$ cat src/sv/hrir_binaural_fir_downmix_macros.svh
// Assertion macros shared by the binaural downmix RTL.
`ifndef HRIR_BINAURAL_FIR_DOWNMIX_MACROS_SVH
`define HRIR_BINAURAL_FIR_DOWNMIX_MACROS_SVH

`ifndef NO_ASSERTIONS
`define HBFD_ASSERT(lbl, clk, rstn, prop, msg) \
    lbl: assert property (@(posedge clk) disable iff (!rstn) prop) else $error(msg);
`define HBFD_ASSERT_ALWAYS(lbl, clk, prop, msg) \
    lbl: assert property (@(posedge clk) prop) else $error(msg);
`else
`define HBFD_ASSERT(lbl, clk, rstn, prop, msg)
`define HBFD_ASSERT_ALWAYS(lbl, clk, prop, msg)
`endif

`endif

$ cat src/sv/hbfd_pkg.sv
// Types and constants of the binaural downmix block.
package hbfd_pkg;

    localparam int SAMPLE_W = 24;
    localparam int COEF_W   = 24;
    localparam int NCH      = 8;
    localparam int MAP_W    = 3;
    localparam int TAPS_W   = 7;
    localparam int CHANS_W  = 4;
    localparam int PROD_W   = SAMPLE_W + COEF_W;
    localparam int SUM_W    = PROD_W + 3;
    localparam int ACC_W    = 64;
    localparam int SHIFT    = COEF_W - 2;
    localparam int CFG_W    = 24;

    typedef enum logic [1:0] {
        OP_FRAME = 2'd0,
        OP_COEF  = 2'd1,
        OP_CLEAR = 2'd2,
        OP_NONE  = 2'd3
    } t_op;

    typedef enum logic [1:0] {
        CFG_CHANNELS  = 2'd0,
        CFG_TAPS      = 2'd1,
        CFG_LEFT_MAP  = 2'd2,
        CFG_RIGHT_MAP = 2'd3
    } t_cfg_idx;

    typedef struct packed {
        logic        [1:0]          op;
        logic        [5:0]          tap_index;
        logic        [2:0]          hrir_channel;
        logic signed [COEF_W-1:0]   coef_value;
        logic signed [SAMPLE_W-1:0] sample_0;
        logic signed [SAMPLE_W-1:0] sample_1;
        logic signed [SAMPLE_W-1:0] sample_2;
        logic signed [SAMPLE_W-1:0] sample_3;
        logic signed [SAMPLE_W-1:0] sample_4;
        logic signed [SAMPLE_W-1:0] sample_5;
        logic signed [SAMPLE_W-1:0] sample_6;
        logic signed [SAMPLE_W-1:0] sample_7;
    } t_in;

    typedef struct packed {
        logic signed [SAMPLE_W-1:0] left_out;
        logic signed [SAMPLE_W-1:0] right_out;
        logic                       left_clipped;
        logic                       right_clipped;
    } t_out;

    typedef struct packed {
        logic [CHANS_W-1:0]   active_channels;
        logic [TAPS_W-1:0]    active_taps;
        logic [NCH*MAP_W-1:0] left_map;
        logic [NCH*MAP_W-1:0] right_map;
    } t_cfg;

endpackage

$ cat src/sv/hbfd_front.sv
// Front end: accepts words, drops unused ops and queues commands for the engine.
module hbfd_front (
    input  logic          i_clk,
    input  logic          i_rst_n,
    input  logic          i_valid,
    output logic          o_ready,
    input  hbfd_pkg::t_in i_data,
    output logic          o_cmd_valid,
    input  logic          i_cmd_ready,
    output hbfd_pkg::t_in o_cmd
);
    import hbfd_pkg::*;

    t_in        r_q [2];
    logic       r_wp;
    logic       r_rp;
    logic [1:0] r_count;
    logic       w_push;
    logic       w_pop;

    assign o_ready     = (r_count != 2'd2);
    assign w_push      = i_valid && o_ready && (t_op'(i_data.op) != OP_NONE);
    assign o_cmd_valid = (r_count != 2'd0);
    assign w_pop       = o_cmd_valid && i_cmd_ready;
    assign o_cmd       = r_q[r_rp];

    always_ff @(posedge i_clk) begin
        if (!i_rst_n) begin
            r_wp    <= 1'b0;
            r_rp    <= 1'b0;
            r_count <= 2'd0;
        end else begin
            if (w_push) begin
                r_q[r_wp] <= i_data;
                r_wp      <= ~r_wp;
            end
            if (w_pop) begin
                r_rp <= ~r_rp;
            end
            r_count <= r_count + 2'(w_push) - 2'(w_pop);
        end
    end
endmodule

$ cat config.mk
export PLATFORM = sky130hd
export DESIGN_NAME = hbfd_front
export DESIGN_NICKNAME = d
export VERILOG_FILES = /design/src/sv/hrir_binaural_fir_downmix_macros.svh /design/src/sv/hbfd_pkg.sv /design/src/sv/hbfd_front.sv
export SDC_FILE = /design/constraint.sdc
export NUM_CORES = 1
export LEC_CHECK = 0
export ABC_AREA = 0
export BUFFER_PORTS_ARGS = -buffer_cell sky130_fd_sc_hd__buf_2
export CAP_MARGIN = 20
export CORE_MARGIN = 1.5
export CORE_UTILIZATION = 47
export DETAILED_ROUTE_END_ITERATION = 10
export PLACE_DENSITY = 0.82
export SETUP_SLACK_MARGIN = 0.15
export SYNTH_ARGS = -nofsm -noshare
export SYNTH_HDL_FRONTEND = slang
export SYNTH_SLANG_ARGS = --single-unit
$ cat constraint.sdc
create_clock -name i_clk -period 13.2 [get_ports i_clk]
set_input_delay 2.64 -clock i_clk [delete_from_list [all_inputs] [get_ports i_clk]]
set_output_delay 2.64 -clock i_clk [all_outputs]
set_load 0.01 [all_outputs]
==> impl_metrics.ini <==
[clock_tree]
cts_buffer_depth = 3
cts-resized-gates = 0
htreeDepth = 2
cts_tree = yes
hold_buffers = 0
cts.sinks = 459
cts-root-buf = clkbuf_16
clock_latency_ns = 0.55
postCtsSetupBuffers = 0
cts_buffers = 45
clk_pin_slew_ns = 0.06

[worst_setup_path]
end_kind = output port
reg2reg_depth = 6
critPathArrivalTime_ns = 3.41
critPathRequiredTime_ns = 10.56
r2r_start = r_count[0]$_SDFF_PN0_
crit_path_start_kind = register
crit_type = register to output port
critPathMaxFanout = 61
r2r_slack_ns = 9.85
r2r_end = r_q[0][135]$_DFFE_PP_

[cells_and_area]
area_growth_pct = 24.9
regArea_um2 = 13700
layout_common_cells = 459 x buf_2, 454 x edfxtp_1, 197 x mux2_2
fillers = 2503
layout_commonest_cell = buf_2
nets = 1456
multi_input_area_um2 = 2810
instances_no_fill = 1716
drive_gt1_share_pct = 60.2
utilization_pct = 60.0

[pwr]
ir_drop_mv = 0.138
leakage_uw = 0.00769
p_int_uw = 2720
p_comb_share_pct = 19.3
switchingPower_uw = 897
swShare_pct = 24.8
power.density_nw_per_um2 = 173
pwr-share-clk_pct = 32.9
seq_power_share_pct = 47.8

[route]
drt_first_pass_iters = 5
ant_nets = 0
wire_per_inst_um = 20.1
totalWireLength_um = 34400
drtIter0Drc = 370
vias = 8505
vias_per_cell = 4.96
drc_errors = 0

[hold_path]
hp-start = r_wp$_SDFFE_PN0P_
hold_path_depth = 2
hold_class = register to register
hold_path_end = r_wp$_SDFFE_PN0P_

[logic_synthesis]
synth_top_cell_by_area = edfxtp_1
ys_types = 20
synth_top_area_share_pct = 81.5
netlist_top_cells_area = edfxtp_1 82%, mux2_2 13%, mux2_4 2.7%, dfxtp_1 0.60%, buf_4 0.49%
ys.warnings.count = 0
synth_area_per_cell_um2 = 22.8
ys_ff_latch = 459
synth_nets = 965
ys_seq_area_share_pct = 82.1
synthCells = 732
synthesis.area_um2 = 16700

[grt]
grt_pass1_vias = 8878
grt_max_degree = 82
grt_pass1_wl_um = 48900
antenna_found_initial = 7
track_usage_pct = 17.9
gr-total-overflow = 0

[sta]
rsz0062_at_grt = no
hold_viol_final = 0
drv_slew = 0
finalSetupTns_ns = 0
fin_worst_skew_ns = 0.0115
period_needed_ns = 6.05
setup_viol = 0
max_freq_mhz = 165
worstMarginPinSlew_ns = 1.09
fin_ws_ns = 7.15
relSlewSlack_pct = 27.5
whs_ns = 0.556
finalCritPeriodShare_pct = 45.9

[floorplan]
start_util_pct = 48.0
io_pins = 460
coreArea_um2 = 34800
die-height_um = 192
rows = 68
die-area_um2 = 36700
die_w_um = 192

[place]
dp_slack_ns = 7.52
numPortBuffers = 459
place_congestion = 0.813
dpl.hpwl_um = 23400
place_inst = 1631

[outcome]
status = complete, no violations

[run]
drv_cap = 0
[power by group through the flow]
| stage | Sequential [µW] | Combinational (µW) | Clock (µW) |
|---|---|---|---|
| 2_1_floorplan | 1760 | 462 | 0 |
| 3_3_place_gp | 1760 | 692 | 0 |
| 3_5_place_dp | 1760 | 702 | 0 |
| 4_1_cts | 1730 | 708 | 1220 |
| 5_1_grt | 1740 | 746 | 1270 |
| 6_report | 1730 | 699 | 1190 |
[cell usage after synthesis, drive strengths merged]
| library cell | count |
|---|---|
| o21a | 1 |
| nand2 | 2 |
| nor2b | 2 |
| nor2 | 1 |
| nand4 | 1 |
| and2 | 2 |
| and3 | 2 |
| xnor2 | 3 |
| dfxtp | 5 |
| mux2 | 227 |
| nand2b | 1 |
| inv | 2 |
| o22ai | 1 |
| edfxtp | 454 |
| ha | 2 |
| buf | 25 |
| or2 | 1 |
[per-stage QoR]
step                      instance area (µm²)  total power (µW)
after floorplan                         16700              2220
after global placement                  19500              2450
after detailed placement                19500              2460
after CTS                               20900              3660
after global routing                    20900              3750
final                                   20900              3620
[routing by layer]
metal,vias up,part of all wire (%),global-route usage (%)
met1,4150,36,19.4
met3,64,9.1,6.07
met2,362,52,31.7
met5,-,0.064,0
li1,3925,-,-
met4,4,2.7,8.05
[flip-flops by register name (all words and copies together), names as in the netlist, named ones only]
| signal | count |
|---|---|
| r_q | 454 |
| r_wp | 1 |
| r_rp | 1 |
| r_count | 2 |
[how the worst max path moves through the flow]
stage / end / slack (ns) / cells after the start
after floorplan: r_q[0][0]$_DFFE_PP_ / 3.98 / 3
after global placement: r_q[0][164]$_DFFE_PP_ / 7.29 / 6
after detailed placement: r_q[0][135]$_DFFE_PP_ / 7.52 / 7
after CTS: o_cmd[139] / 7.06 / 4
after global routing: o_cmd[139] / 6.95 / 4
final: o_cmd[111] / 7.15 / 4
[area by class of cell]
cell class	count	share of cell area (%)
antenna	5	0.0599
clock buffer	58	5.62
clock inverter	22	0.874
inverter	2	0.0359
multi-input combinational	246	13.5
sequential	459	65.8
tap	455	2.73
timing repair buffer	469	11.5
[worst max-delay path, cell delays in order, from the launching register on]
cell and delay (ns):
dfxtp_4 0.66, buf_4 0.69, buf_4 0.78, mux2_2 0.42, buf_2 0.16
[cells by family after synthesis]
logic type,count (synthesis),synth area share (%)
DFF,459,82.1
muxes,227,16.0
buffers and inverters,27,1.11
and+or+nand+nor,12,0.404
xor gates and xnor gates,3,0.157
AOI/OAI and AO/OA,2,0.0824
adders and majority gates,2,0.150
Note: power is estimated with default switching activity, not from simulation.
